[src/rtl/core/sst_pkg.sv]
package sst_pkg;

    localparam int LINE_BITS = 32;
    localparam int NUM_W = 63;
    localparam logic [NUM_W-1:0] NUM_MAX = {NUM_W{1'b1}};

    typedef enum logic [3:0] {
        M_BETWEEN, M_HASH, M_SLASH, M_BCOMM, M_BSTAR, M_QUOTE, M_QESC,
        M_TAGSTART, M_TAG, M_NUMBER, M_IDENT, M_INTRO, M_INTROHASH, M_BODY,
        M_HALT
    } mode_t;

    localparam logic [2:0] K_CONTENT = 3'd0;
    localparam logic [2:0] K_TOKEN   = 3'd1;
    localparam logic [2:0] K_DISCARD = 3'd2;
    localparam logic [2:0] K_ERROR   = 3'd3;
    localparam logic [2:0] K_END     = 3'd4;

    localparam logic [3:0] T_QUOTED = 4'd8;
    localparam logic [3:0] T_MULTI  = 4'd9;
    localparam logic [3:0] T_NUMBER = 4'd10;
    localparam logic [3:0] T_IDENT  = 4'd11;
    localparam logic [3:0] T_TAG    = 4'd12;
    localparam logic [3:0] T_END    = 4'd13;

    localparam logic [2:0] E_COMMENT = 3'd0;
    localparam logic [2:0] E_QUOTE   = 3'd1;
    localparam logic [2:0] E_JUNK    = 3'd2;
    localparam logic [2:0] E_MULTI   = 3'd3;
    localparam logic [2:0] E_NOTAG   = 3'd4;
    localparam logic [2:0] E_CHAR    = 3'd5;

    typedef struct packed {
        logic [2:0]       kind;
        logic [3:0]       token_type;
        logic [15:0]      char_out;
        logic [NUM_W-1:0] number_value;
        logic [31:0]      line_number;
        logic [2:0]       error_code;
        logic             last;
    } result_t;

    typedef struct packed {
        logic       op;
        logic [15:0] ch;
    } item_t;

endpackage

[src/rtl/core/sst_if.sv]
interface sst_in_if;
    import sst_pkg::*;
    logic  valid;
    logic  ready;
    item_t data;
    modport source (output valid, output data, input ready);
    modport sink (input valid, input data, output ready);
endinterface

interface sst_out_if;
    import sst_pkg::*;
    logic    valid;
    logic    ready;
    result_t data;
    modport source (output valid, output data, input ready);
    modport sink (input valid, input data, output ready);
endinterface

[src/rtl/core/sst_lexer.sv]
module sst_lexer
    import sst_pkg::*;
(
    input  logic             clk,
    input  logic             rst_n,
    input  logic             step,
    input  item_t            item,
    output logic [1:0]       count,
    output result_t          res0,
    output result_t          res1
);

    mode_t                  mode_reg, mode_next;
    logic [LINE_BITS-1:0]   line_reg, line_next;
    logic [31:0]            start_reg, start_next;
    logic [NUM_W-1:0]       acc_reg, acc_next;
    logic [2:0]             twm_reg, twm_next;
    logic [1:0]             tls_reg, tls_next;

    logic [15:0] c;
    logic [15:0] low;
    logic [31:0] line32;
    logic        is_digit, is_start, is_ichar, is_punct;
    logic [2:0]  punct_idx;
    logic [3:0]  digit;
    logic [NUM_W-1:0] acc_mul, scaled;
    logic [NUM_W+3:0] acc_x10;
    logic [7:0]  tw_char;
    result_t     r [2];
    logic [1:0]  n;
    logic        do_between;
    logic [31:0] bstart;

    assign c = item.ch;
    assign low = c | 16'h0020;
    assign line32 = 32'(line_reg);
    assign is_digit = (c >= 16'd48) && (c <= 16'd57);
    assign is_start = ((c >= 16'd97) && (c <= 16'd122)) ||
                      ((c >= 16'd65) && (c <= 16'd90)) || (c == 16'd95);
    assign is_ichar = is_start || is_digit;
    assign digit = c[3:0];
    // acc * 10 + digit, saturating at NUM_MAX
    assign acc_x10 = (NUM_W+4)'({acc_reg, 3'b000}) + (NUM_W+4)'({acc_reg, 1'b0})
                   + (NUM_W+4)'(digit);
    assign acc_mul = (acc_x10 > (NUM_W+4)'(NUM_MAX)) ? NUM_MAX : acc_x10[NUM_W-1:0];

    always_comb
    begin
        is_punct = 1'b1;
        punct_idx = 3'd0;
        case (c)
            16'h007B: punct_idx = 3'd0;
            16'h007D: punct_idx = 3'd1;
            16'h005B: punct_idx = 3'd2;
            16'h005D: punct_idx = 3'd3;
            16'h0028: punct_idx = 3'd4;
            16'h0029: punct_idx = 3'd5;
            16'h002C: punct_idx = 3'd6;
            16'h003B: punct_idx = 3'd7;
            default:  is_punct = 1'b0;
        endcase
    end

    always_comb
    begin
        case (twm_reg[1:0])
            2'd0:    tw_char = 8'h74;
            2'd1:    tw_char = 8'h65;
            2'd2:    tw_char = 8'h78;
            default: tw_char = 8'h74;
        endcase
    end

    always_comb
    begin
        case (low)
            16'h006B: scaled = (acc_reg > (NUM_MAX >> 10)) ? NUM_MAX : acc_reg << 10;
            16'h006D: scaled = (acc_reg > (NUM_MAX >> 20)) ? NUM_MAX : acc_reg << 20;
            default:  scaled = (acc_reg > (NUM_MAX >> 30)) ? NUM_MAX : acc_reg << 30;
        endcase
    end

    function automatic result_t mk(logic [2:0] k, logic [3:0] t, logic [15:0] ch,
                                   logic [NUM_W-1:0] num, logic [31:0] ln,
                                   logic [2:0] e);
        result_t x;
        x.kind = k;
        x.token_type = t;
        x.char_out = ch;
        x.number_value = num;
        x.line_number = ln;
        x.error_code = e;
        x.last = 1'b0;
        return x;
    endfunction

    always_comb
    begin
        mode_next = mode_reg;
        line_next = line_reg;
        start_next = start_reg;
        acc_next = acc_reg;
        twm_next = twm_reg;
        tls_next = tls_reg;
        r[0] = '0;
        r[1] = '0;
        n = 2'd0;
        do_between = 1'b0;
        bstart = start_reg;

        if (item.op)
        begin
            case (mode_reg)
                M_SLASH:
                begin
                    r[0] = mk(K_ERROR, 4'd0, 16'h002F, '0, start_reg, E_CHAR);
                    n = 2'd1;
                end
                M_BCOMM, M_BSTAR:
                begin
                    r[0] = mk(K_ERROR, 4'd0, '0, '0, start_reg, E_COMMENT);
                    n = 2'd1;
                end
                M_QUOTE, M_QESC:
                begin
                    r[0] = mk(K_ERROR, 4'd0, '0, '0, start_reg, E_QUOTE);
                    n = 2'd1;
                end
                M_TAGSTART:
                begin
                    r[0] = mk(K_ERROR, 4'd0, '0, '0, start_reg, E_NOTAG);
                    n = 2'd1;
                end
                M_TAG:
                begin
                    r[0] = mk(K_TOKEN, T_TAG, '0, '0, start_reg, 3'd0);
                    n = 2'd1;
                end
                M_NUMBER:
                begin
                    r[0] = mk(K_TOKEN, T_NUMBER, '0, acc_reg, start_reg, 3'd0);
                    n = 2'd1;
                end
                M_IDENT:
                begin
                    r[0] = mk(K_TOKEN, T_IDENT, '0, '0, start_reg, 3'd0);
                    n = 2'd1;
                end
                M_INTRO, M_INTROHASH:
                begin
                    r[0] = mk(K_ERROR, 4'd0, '0, '0, start_reg, E_MULTI);
                    n = 2'd1;
                end
                M_BODY:
                begin
                    if (tls_reg == 2'd1)
                        r[0] = mk(K_TOKEN, T_MULTI, '0, '0, start_reg, 3'd0);
                    else
                        r[0] = mk(K_ERROR, 4'd0, '0, '0, start_reg, E_MULTI);
                    n = 2'd1;
                end
                default: ;
            endcase
            r[n[0]] = mk(K_END, T_END, '0, '0, line32, 3'd0);
            n = n + 2'd1;
            mode_next = M_BETWEEN;
            line_next = LINE_BITS'(1);
            start_next = '0;
            acc_next = '0;
            twm_next = '0;
            tls_next = '0;
        end
        else if (mode_reg != M_HALT)
        begin
            case (mode_reg)
                M_BETWEEN: do_between = 1'b1;
                M_HASH: if (c == 16'h000A) mode_next = M_BETWEEN;
                M_SLASH:
                begin
                    if (c == 16'h002A)
                        mode_next = M_BCOMM;
                    else
                    begin
                        r[0] = mk(K_ERROR, 4'd0, 16'h002F, '0, start_reg, E_CHAR);
                        n = 2'd1;
                        mode_next = M_HALT;
                    end
                end
                M_BCOMM: if (c == 16'h002A) mode_next = M_BSTAR;
                M_BSTAR:
                begin
                    if (c == 16'h002F)
                        mode_next = M_BETWEEN;
                    else if (c != 16'h002A)
                        mode_next = M_BCOMM;
                end
                M_QUOTE:
                begin
                    n = 2'd1;
                    if (c == 16'h005C)
                    begin
                        mode_next = M_QESC;
                        n = 2'd0;
                    end
                    else if (c == 16'h0022)
                    begin
                        r[0] = mk(K_TOKEN, T_QUOTED, '0, '0, start_reg, 3'd0);
                        mode_next = M_BETWEEN;
                    end
                    else
                        r[0] = mk(K_CONTENT, T_QUOTED, c, '0, start_reg, 3'd0);
                end
                M_QESC:
                begin
                    r[0] = mk(K_CONTENT, T_QUOTED, c, '0, start_reg, 3'd0);
                    n = 2'd1;
                    mode_next = M_QUOTE;
                end
                M_TAGSTART:
                begin
                    n = 2'd1;
                    if (is_start)
                    begin
                        r[0] = mk(K_CONTENT, T_TAG, c, '0, start_reg, 3'd0);
                        mode_next = M_TAG;
                    end
                    else
                    begin
                        r[0] = mk(K_ERROR, 4'd0, '0, '0, start_reg, E_NOTAG);
                        mode_next = M_HALT;
                    end
                end
                M_TAG:
                begin
                    n = 2'd1;
                    if (is_ichar)
                        r[0] = mk(K_CONTENT, T_TAG, c, '0, start_reg, 3'd0);
                    else
                    begin
                        r[0] = mk(K_TOKEN, T_TAG, '0, '0, start_reg, 3'd0);
                        mode_next = M_BETWEEN;
                        do_between = 1'b1;
                    end
                end
                M_NUMBER:
                begin
                    n = 2'd1;
                    if (is_digit)
                    begin
                        acc_next = acc_mul;
                        r[0] = mk(K_CONTENT, T_NUMBER, c, '0, start_reg, 3'd0);
                    end
                    else if (low == 16'h006B || low == 16'h006D || low == 16'h0067)
                    begin
                        r[0] = mk(K_TOKEN, T_NUMBER, '0, scaled, start_reg, 3'd0);
                        mode_next = M_BETWEEN;
                    end
                    else
                    begin
                        r[0] = mk(K_TOKEN, T_NUMBER, '0, acc_reg, start_reg, 3'd0);
                        mode_next = M_BETWEEN;
                        do_between = 1'b1;
                    end
                end
                M_IDENT:
                begin
                    n = 2'd1;
                    if (is_ichar)
                    begin
                        if (twm_reg < 3'd4 && low == {8'd0, tw_char})
                            twm_next = twm_reg + 3'd1;
                        else
                            twm_next = 3'd7;
                        r[0] = mk(K_CONTENT, T_IDENT, c, '0, start_reg, 3'd0);
                    end
                    else if (c == 16'h003A && twm_reg == 3'd4)
                    begin
                        r[0] = mk(K_DISCARD, T_IDENT, '0, '0, start_reg, 3'd0);
                        mode_next = M_INTRO;
                    end
                    else
                    begin
                        r[0] = mk(K_TOKEN, T_IDENT, '0, '0, start_reg, 3'd0);
                        mode_next = M_BETWEEN;
                        do_between = 1'b1;
                    end
                end
                M_INTRO:
                begin
                    if (c == 16'h000A)
                    begin
                        mode_next = M_BODY;
                        tls_next = 2'd0;
                    end
                    else if (c == 16'h0023)
                        mode_next = M_INTROHASH;
                    else if (c != 16'h0020 && c != 16'h0009 && c != 16'h000D)
                    begin
                        r[0] = mk(K_ERROR, 4'd0, '0, '0, line32, E_JUNK);
                        n = 2'd1;
                        mode_next = M_HALT;
                    end
                end
                M_INTROHASH:
                begin
                    if (c == 16'h000A)
                    begin
                        mode_next = M_BODY;
                        tls_next = 2'd0;
                    end
                end
                M_BODY:
                begin
                    if (c == 16'h000A)
                    begin
                        if (tls_reg == 2'd1)
                        begin
                            r[0] = mk(K_TOKEN, T_MULTI, '0, '0, start_reg, 3'd0);
                            n = 2'd1;
                            mode_next = M_BETWEEN;
                        end
                        else
                        begin
                            r[0] = mk(K_CONTENT, T_MULTI, 16'h000D, '0, start_reg, 3'd0);
                            r[1] = mk(K_CONTENT, T_MULTI, 16'h000A, '0, start_reg, 3'd0);
                            n = 2'd2;
                        end
                        tls_next = 2'd0;
                    end
                    else if (c == 16'h002E && tls_reg == 2'd0)
                        tls_next = 2'd1;
                    else if (c != 16'h000D)
                    begin
                        r[0] = mk(K_CONTENT, T_MULTI, c, '0, start_reg, 3'd0);
                        n = 2'd1;
                        tls_next = 2'd2;
                    end
                end
                default: ;
            endcase

            if (do_between && !(c == 16'h0020 || c == 16'h0009 ||
                                c == 16'h000D || c == 16'h000A))
            begin
                bstart = line32;
                start_next = line32;
                if (is_punct)
                begin
                    r[n[0]] = mk(K_TOKEN, {1'b0, punct_idx}, '0, '0, bstart, 3'd0);
                    n = n + 2'd1;
                end
                else if (c == 16'h0023)
                    mode_next = M_HASH;
                else if (c == 16'h002F)
                    mode_next = M_SLASH;
                else if (c == 16'h0022)
                    mode_next = M_QUOTE;
                else if (c == 16'h003A)
                    mode_next = M_TAGSTART;
                else if (is_digit)
                begin
                    acc_next = NUM_W'(digit);
                    mode_next = M_NUMBER;
                    r[n[0]] = mk(K_CONTENT, T_NUMBER, c, '0, bstart, 3'd0);
                    n = n + 2'd1;
                end
                else if (is_start)
                begin
                    twm_next = (low == 16'h0074) ? 3'd1 : 3'd7;
                    mode_next = M_IDENT;
                    r[n[0]] = mk(K_CONTENT, T_IDENT, c, '0, bstart, 3'd0);
                    n = n + 2'd1;
                end
                else
                begin
                    r[n[0]] = mk(K_ERROR, 4'd0, c, '0, line32, E_CHAR);
                    n = n + 2'd1;
                    mode_next = M_HALT;
                end
            end

            if (c == 16'h000A && mode_next != M_HALT)
                line_next = line_reg + LINE_BITS'(1);
        end

        if (n == 2'd2)
            r[1].last = 1'b1;
        else
            r[0].last = 1'b1;
    end

    assign count = n;
    assign res0 = r[0];
    assign res1 = r[1];

    always_ff @(posedge clk or negedge rst_n)
    begin
        if (!rst_n)
        begin
            mode_reg <= M_BETWEEN;
            line_reg <= LINE_BITS'(1);
            start_reg <= '0;
            acc_reg <= '0;
            twm_reg <= '0;
            tls_reg <= '0;
        end
        else if (step)
        begin
            mode_reg <= mode_next;
            line_reg <= line_next;
            start_reg <= start_next;
            acc_reg <= acc_next;
            twm_reg <= twm_next;
            tls_reg <= tls_next;
        end
    end

endmodule

[src/rtl/core/sieve_script_tokenizer_top.sv]
// Sieve script lexer. Takes one character (op 0) or end-of-script (op 1) per
// transfer and gives zero, one or two results per item, the last flagged by
// last. The lexer state updates in the cycle an item is taken; results wait in
// a four-entry output queue. An item is taken in any cycle in which the queue
// can hold two more results, so one item per cycle is sustained while the
// output side keeps up. After an error, characters give nothing until the end
// item, which always yields End and returns the lexer to its reset state.
module sieve_script_tokenizer_top
    import sst_pkg::*;
(
    input  logic      clk,
    input  logic      rst_n,
    sst_in_if.sink    in_ch,
    sst_out_if.source out_ch
);

    result_t    q_reg [4];
    logic [1:0] rd_reg, wr_reg;
    logic [2:0] cnt_reg;
    logic [1:0] n;
    result_t    res0, res1;
    logic       step, pop;

    assign in_ch.ready = (cnt_reg <= 3'd2);
    assign step = in_ch.valid && in_ch.ready;
    assign out_ch.valid = (cnt_reg != 3'd0);
    assign out_ch.data = q_reg[rd_reg];
    assign pop = out_ch.valid && out_ch.ready;

    sst_lexer u_lexer (
        .clk   (clk),
        .rst_n (rst_n),
        .step  (step),
        .item  (in_ch.data),
        .count (n),
        .res0  (res0),
        .res1  (res1)
    );

    always_ff @(posedge clk)
    begin
        if (step && n != 2'd0)
            q_reg[wr_reg] <= res0;
        if (step && n == 2'd2)
            q_reg[wr_reg + 2'd1] <= res1;
    end

    always_ff @(posedge clk or negedge rst_n)
    begin
        if (!rst_n)
        begin
            rd_reg <= '0;
            wr_reg <= '0;
            cnt_reg <= '0;
        end
        else
        begin
            if (step)
                wr_reg <= wr_reg + n;
            if (pop)
                rd_reg <= rd_reg + 2'd1;
            cnt_reg <= cnt_reg + (step ? {1'b0, n} : 3'd0) - {2'b0, pop};
        end
    end

endmodule

[src/flat_wrapper.sv]
// flat-port wrapper written by rule: the top's interface ports become plain ports
module sieve_script_tokenizer_top_flat import sst_pkg::*;
  (clk, rst_n, in_ch_valid, in_ch_data, in_ch_ready, out_ch_valid, out_ch_data, out_ch_ready);
  sst_in_if in_ch_i ();
  sst_out_if out_ch_i ();
  input  logic clk;
  input  logic rst_n;
  input wire logic [$bits(in_ch_i.valid)-1:0] in_ch_valid;
  input wire logic [$bits(in_ch_i.data)-1:0] in_ch_data;
  output wire logic [$bits(in_ch_i.ready)-1:0] in_ch_ready;
  output wire logic [$bits(out_ch_i.valid)-1:0] out_ch_valid;
  output wire logic [$bits(out_ch_i.data)-1:0] out_ch_data;
  input wire logic [$bits(out_ch_i.ready)-1:0] out_ch_ready;
  assign in_ch_i.valid = in_ch_valid;
  assign in_ch_i.data = in_ch_data;
  assign in_ch_ready = in_ch_i.ready;
  assign out_ch_valid = out_ch_i.valid;
  assign out_ch_data = out_ch_i.data;
  assign out_ch_i.ready = out_ch_ready;
  sieve_script_tokenizer_top u_core (.clk(clk), .rst_n(rst_n), .in_ch(in_ch_i), .out_ch(out_ch_i));
endmodule
[config.mk]
export PLATFORM = sky130hd
export DESIGN_NAME = sieve_script_tokenizer_top_flat
export DESIGN_NICKNAME = d
export VERILOG_FILES = /design/src/rtl/core/sst_pkg.sv /design/src/rtl/core/sst_if.sv /design/src/rtl/core/sst_lexer.sv /design/src/rtl/core/sieve_script_tokenizer_top.sv /design/src/flat_wrapper.sv
export SDC_FILE = /design/constraint.sdc
export NUM_CORES = 2
export LEC_CHECK = 0
export BUFFER_PORTS_ARGS = -buffer_cell sky130_fd_sc_hd__buf_2
export CAP_MARGIN = 20
export CORE_ASPECT_RATIO = 1.25
export CORE_UTILIZATION = 50
export DETAILED_ROUTE_END_ITERATION = 6
export GPL_TIMING_DRIVEN = 0
export PLACE_DENSITY = 0.71
export SLEW_MARGIN = 20
export SYNTH_ARGS = -nofsm -noshare
export SYNTH_HDL_FRONTEND = slang
export SYNTH_HIERARCHICAL = 1
export SYNTH_SLANG_ARGS = --single-unit
[constraint.sdc]
create_clock -name clk -period 18.97 [get_ports clk]
set_input_delay 1.897 -clock clk [delete_from_list [all_inputs] [get_ports clk]]
set_output_delay 1.897 -clock clk [all_outputs]
set_load 0.01 [all_outputs]
# Word level (Yosys, flattened, before mapping)
# Memory sizes are Yosys's and may differ from the RTL's.
# Cells that the tools add are included.
# op_classes
add_sub_neg,11
order_cmp,16
n_eq_ne,51
muxes,160
n_bitwise,2
reduce_logical,43
# ops
op,n
2-to-1 mux 244 bit,10
bitwise mux 244 bit,5
2-to-1 mux 122 bit,10
one-hot mux 122 bit (9 select lines),1
one-hot mux 121 bit (9 select lines),1
2-to-1 mux 121 bit,8
2-to-1 mux 63 bit,15
2-to-1 mux 120 bit,5
2-to-1 mux 119 bit,3
demux 122 bit (select 1 bit),2
2-to-1 mux 32 bit,6
== test 16 x 6 -> 1 bit (second input constant),11
one-hot mux 63 bit (2 select lines),1
2-to-1 mux 4 bit,27
2-to-1 mux 99 bit,1
== test 16 x 7 -> 1 bit (second input constant),6
adder 66 x 64 -> 67 bit,1
adder 67 x 4 -> 67 bit,1
greater-than comparator 67 x 63 -> 1 bit (second input constant),1
greater-than comparator 63 x 33 -> 1 bit (second input constant),1
greater-than comparator 63 x 43 -> 1 bit (second input constant),1
greater-than comparator 63 x 53 -> 1 bit (second input constant),1
== test 15 x 6 -> 1 bit (second input constant),4
one-hot mux 4 bit (13 select lines),1
51 further kinds,160
# totals
reg_bits,143
ramBits,488
inputBits,21
out_inout_bits,124
word_cells,293
memories,1
# mem_list
name,words,word_bits,rd,rd_ports_with_merged_regs,write_ports,line_no,source
u_core.q_reg,4,122,1,0,2,sieve_script_tokenizer_top.sv:17,result_t q_reg [4];

# Longest topological paths before layout
# depth
word_depth,26
depth_mapped,20
ltp_nobuf,17

# By module
# The synthesis kept the hierarchy.
# modules_own_cells
mod,n_inst,cells_each,area_each_um2,seq_area_each_um2
sieve_script_tokenizer_top,1,1234,25276.7,14829.2
sst_lexer,1,2206,16301.9,3404.5

# Worst setup path after synthesis
# Ideal clock, no wire load.
# synth_path
path_kind,in2reg
start,input in_ch_data[13]
end,memory u_core/q_reg[1][0] in the netlist's numbering (enable)
setup_ns,0.784
arrival_ns,13.502
t_required_ns,18.186
path_slack_ns,4.684
cell_stages,13
n_path_buf,2
cell_sequence,or4_1 clkbuf_1 nor2_2 nand2_1 nor3_2 o221ai_1 and2_1 buf_2 nand2_1 xnor2_1 o21ai_0 nand2_1 a211oi_1
# synth_rtl
element,line_no,source
"start, declared",flat_wrapper.sv:9,input wire logic [$bits(in_ch_i.data)-1:0] in_ch_data;
"end, declared",sieve_script_tokenizer_top.sv:17,

# Final worst setup path
# layout_path
start,input in_ch_data[3]
end,register u_core.u_lexer.acc_reg[42]
# layout_via
elab_chain_len,14
word_cells_on_any_way,64
cone_classes,1 x add/sub; 7 x order compare; 20 x eq/ne; 21 x mux; 15 x reduce/logical
# layout_rtl
element,line_no,source
adder 67 x 4 -> 67 bit,sst_lexer.sv:44,+ (NUM_W+4)'(digit);
greater-than comparator 67 x 63 -> 1 bit,sst_lexer.sv:45,assign acc_mul = (acc_x10 > (NUM_W+4)'(NUM_MAX)) ? NUM_MAX : acc_x10[NUM_W-1:0];
2-to-1 mux 63 bit,sst_lexer.sv:45,
2-to-1 mux 63 bit,sst_lexer.sv:248,if (is_digit)
2-to-1 mux 63 bit,sst_lexer.sv:175,case (mode_reg)
2-to-1 mux 63 bit,sst_lexer.sv:360,else if (is_digit)
2-to-1 mux 63 bit,sst_lexer.sv:358,else if (c == 16'h003A)
2-to-1 mux 63 bit,sst_lexer.sv:356,else if (c == 16'h0022)
2-to-1 mux 63 bit,sst_lexer.sv:354,else if (c == 16'h002F)
2-to-1 mux 63 bit,sst_lexer.sv:352,else if (c == 16'h0023)
2-to-1 mux 63 bit,sst_lexer.sv:347,if (is_punct)
2-to-1 mux 63 bit *,sst_lexer.sv:342,if (do_between && !(c == 16'h0020 || c == 16'h0009 ||
2-to-1 mux 63 bit *,sst_lexer.sv:173,else if (mode_reg != M_HALT)
2-to-1 mux 63 bit *,sst_lexer.sv:111,if (item.op)
"end signal, assigned",sst_lexer.sv:412,acc_reg <= acc_next;
"end, declared",sst_lexer.sv:16,"logic [NUM_W-1:0] acc_reg, acc_next;"
# Mark *: on every way between the ends. The rest lies on a longest branch, timed or not. The select of a mux whose other input is x is not followed.
# A chain may end at the register's enable or synchronous reset.

==> reports/qor.txt <==
status: finished clean
Reg power frac: 0.351
Final nets: 3912
sequential element share of the synthesized area: 0.439
Psw: 1.77 mW
Final Instance Count excl. Fillers: 4878
Hold Startpoint: u_core/u_lexer/start_reg[14]
worst path required time: 19.47 ns
max-cap viol count: 0
pwr dens: 108 nW/um^2
CTS sink cnt: 631
unrepaired setup endpoints after global routing: no
CP Class: input port to flop
Int Pwr: 3.28 mW
Finish-stage setup viols: 0
largest net degree at the start of global routing: 84
vias per cell: 6.20
GP Congestion: 1.00
max reg flops: 488
post-synthesis adder-cell area fraction: 0.0418
cts hold-fix bufs: 0
crit path time final: 7.82 ns
most frequent cells in the layout: edfxtp_1 (488), mux2_4 (320), nand2_1 (293)
VDD IR max: 0.0000718 V
Setup TNS: 0 ns
most common cell after layout, fill and taps aside: edfxtp_1
Clock Power Share: 0.257
Layout area overhead: 12.6%
combinational share of power: 0.392
Synth Area in XOR/XNOR: 0.0166
total power draw: 5.05 mW
flop-to-flop setup slack: 12.66 ns
Mapped Area: 41600 sq um
layout cell share with drive strength beyond 1: 0.299
cell count of the worst hold path: 2
HPWL Detailed: 87.0 mm
initial core utilization: 0.508
critical path peak fanout: 10
DR pass1 iterations: 6
Post-synth ARST share: 0.227
initial DRC count: 2703
Sw Share: 0.350
GRT overflow: 0
die area: 84300 sq um
die height: 324 um
Synth Area in Simple Gates: 0.111
Slew headroom: 0.201
RR Startpoint: u_core/u_lexer/acc_reg[0]
max frequency: 128 MHz
leakage: 19.4 nW
Worst Hold End: u_core/u_lexer/start_reg[14]
IO buf count: 141
vias in the first global route: 29900
Post-synth EDFFs: 488
clk_skew: 0.0372 ns
path depth of the worst reg2reg path: 17
drt drc: 0
CTS buffer count: 68
clock buffer depth: 3
clock root cell: clkbuf_16
Core ar.: 81800 sq um
Post-Synthesis Cells: 3440
CTS tree: done
Post-CTS Setup Inserts: 0
syn avg cell area: 12.1 sq um
CP arrival: 8.32 ns
# rows: 117
DRT Wirelength: 120 mm
synthesized flop and latch total: 631
Final Slew Violations: 0
GRT Util Overall: 0.282
final hold viol count: 0
via count: 30200
Synth cell types: 101
Resize count post-CTS: 0
Clock transition at path regs: 0.06 ns
largest family of logic cells by synthesized area: multiplexers
placed cell count: 4755
top_reg_cell synth: edfxtp_1
Place WS: 10.65 ns
final worst setup slack: 11.15 ns
die width: 260 um
Clock Latency Late Sink: 0.65 ns
antenna viol nets, final: 0
DR WL/cell: 24.5 um
Hold WC Path Type: flop to flop
Final period util: 0.412
worst-margin pin slew: 1.20 ns
first-pass GRT wire length: 181 mm
H-tree levels: 3
Reg-to-Reg End: u_core/u_lexer/acc_reg[42]
Synth Area in Compound Gates: 0.117
Ys Warns: 6
initial antenna violation count: 2
# IOs: 145
critical path startpoint category: input port
mux contribution to synthesized area: 0.228
final hold slack: 0.505 ns
crit end category: flop
worst max path at each step:
| stage | slack (ns) | cells after the start | to | start |
|---|---|---|---|---|
| after floorplan | 4.68 | 13 | u_core/q_reg[1][0] | in_ch_data[13] |
| after global placement | -5.34 | 11 | u_core/q_reg[3][89] | in_ch_data[6] |
| after detailed placement | 10.65 | 16 | u_core/q_reg[1][90] | in_ch_data[6] |
| after CTS | 11.30 | 16 | u_core/q_reg[1][83] | in_ch_data[6] |
| after global routing | 10.93 | 19 | u_core/u_lexer/acc_reg[42] | in_ch_data[3] |
| final | 11.15 | 19 | u_core/u_lexer/acc_reg[42] | in_ch_data[3] |
synth_stat cells, drive strengths merged, types with 13 or more instances:
master | count | area, sq um
mux2 | 489 | 6710
edfxtp | 488 | 14700
nand2 | 296 | 1130
nor2 | 207 | 780
a21oi | 196 | 996
buf | 172 | 1320
o21ai | 163 | 816
dfrtp | 142 | 3550
clkbuf | 134 | 503
ha | 134 | 1680
mux4 | 122 | 2750
nor3 | 83 | 556
a22o | 66 | 578
nand3 | 61 | 305
nand2b | 54 | 338
a211oi | 51 | 433
xnor2 | 44 | 385
o31ai | 42 | 320
nand4 | 39 | 319
a221oi | 38 | 333
inv | 38 | 143
xor2 | 35 | 307
and2 | 34 | 213
and3 | 29 | 181
a21o | 25 | 188
nor4 | 25 | 194
nor2b | 22 | 138
o221ai | 22 | 193
o21a | 21 | 158
a31oi | 18 | 113
a22oi | 13 | 97.6
or4 | 13 | 105
per-stage QoR:
step / area (sq um) / util
after floorplan: 41800 / -
after global placement: 43900 / 0.536
after detailed placement: 44700 / 0.546
after CTS: 46800 / 0.572
after global routing: 46800 / 0.572
final: 46800 / 0.572
cell type report:
class | instances | area, sq um
Fill cell | 6674 | 35000
Buffer | 306 | 1820
Multi-Input combinational cell | 2528 | 21700
Antenna cell | 2 | 5.00
Clock buffer | 86 | 1820
Timing Repair Buffer | 181 | 1460
Inverter | 38 | 143
Sequential cell | 631 | 18200
Tap cell | 1071 | 1340
Clock inverter | 35 | 295
kinds of logic after synthesis:
logic type                 count (synthesis)
and+or+nand+nor                          907
xor gates and xnor gates                  79
muxes                                    614
DFF                                      631
other                                      1
adders and majority gates                137
buffers and inverters                    344
AOI/OAI and AO/OA                        727
power by group through the flow:
stage	combinational [mW]	clock, mW	sequential [mW]
2_1_floorplan	1.28	0	1.83
3_3_place_gp	1.88	0	1.89
3_5_place_dp	1.98	0	1.80
4_1_cts	1.99	1.32	1.77
5_1_grt	2.11	1.36	1.79
6_report	1.98	1.30	1.77
critical path, cell delays in order:
cell and delay, ns:
clkbuf_1 0.32, clkbuf_1 0.51, inv_1 0.24, fa_1 0.64, inv_1 0.07, ha_1 0.29
a21oi_1 0.19, nand4b_1 0.20, a211oi_1 0.13, o311ai_0 0.81, a21boi_0 0.33, o31ai_2 0.64
o31ai_1 0.35, or4b_1 0.56, a21oi_2 0.29, nand2_4 0.17, buf_6 0.24, a211oi_1 0.32
nor3_2 0.08
layer usage:
metal  global-route usage  share of wire
met1                0.337           0.38
met2                0.491           0.51
met3               0.0424          0.060
met4                0.139          0.053
met5                    0       0.000092
Note: power is estimated with default switching activity, not from simulation.
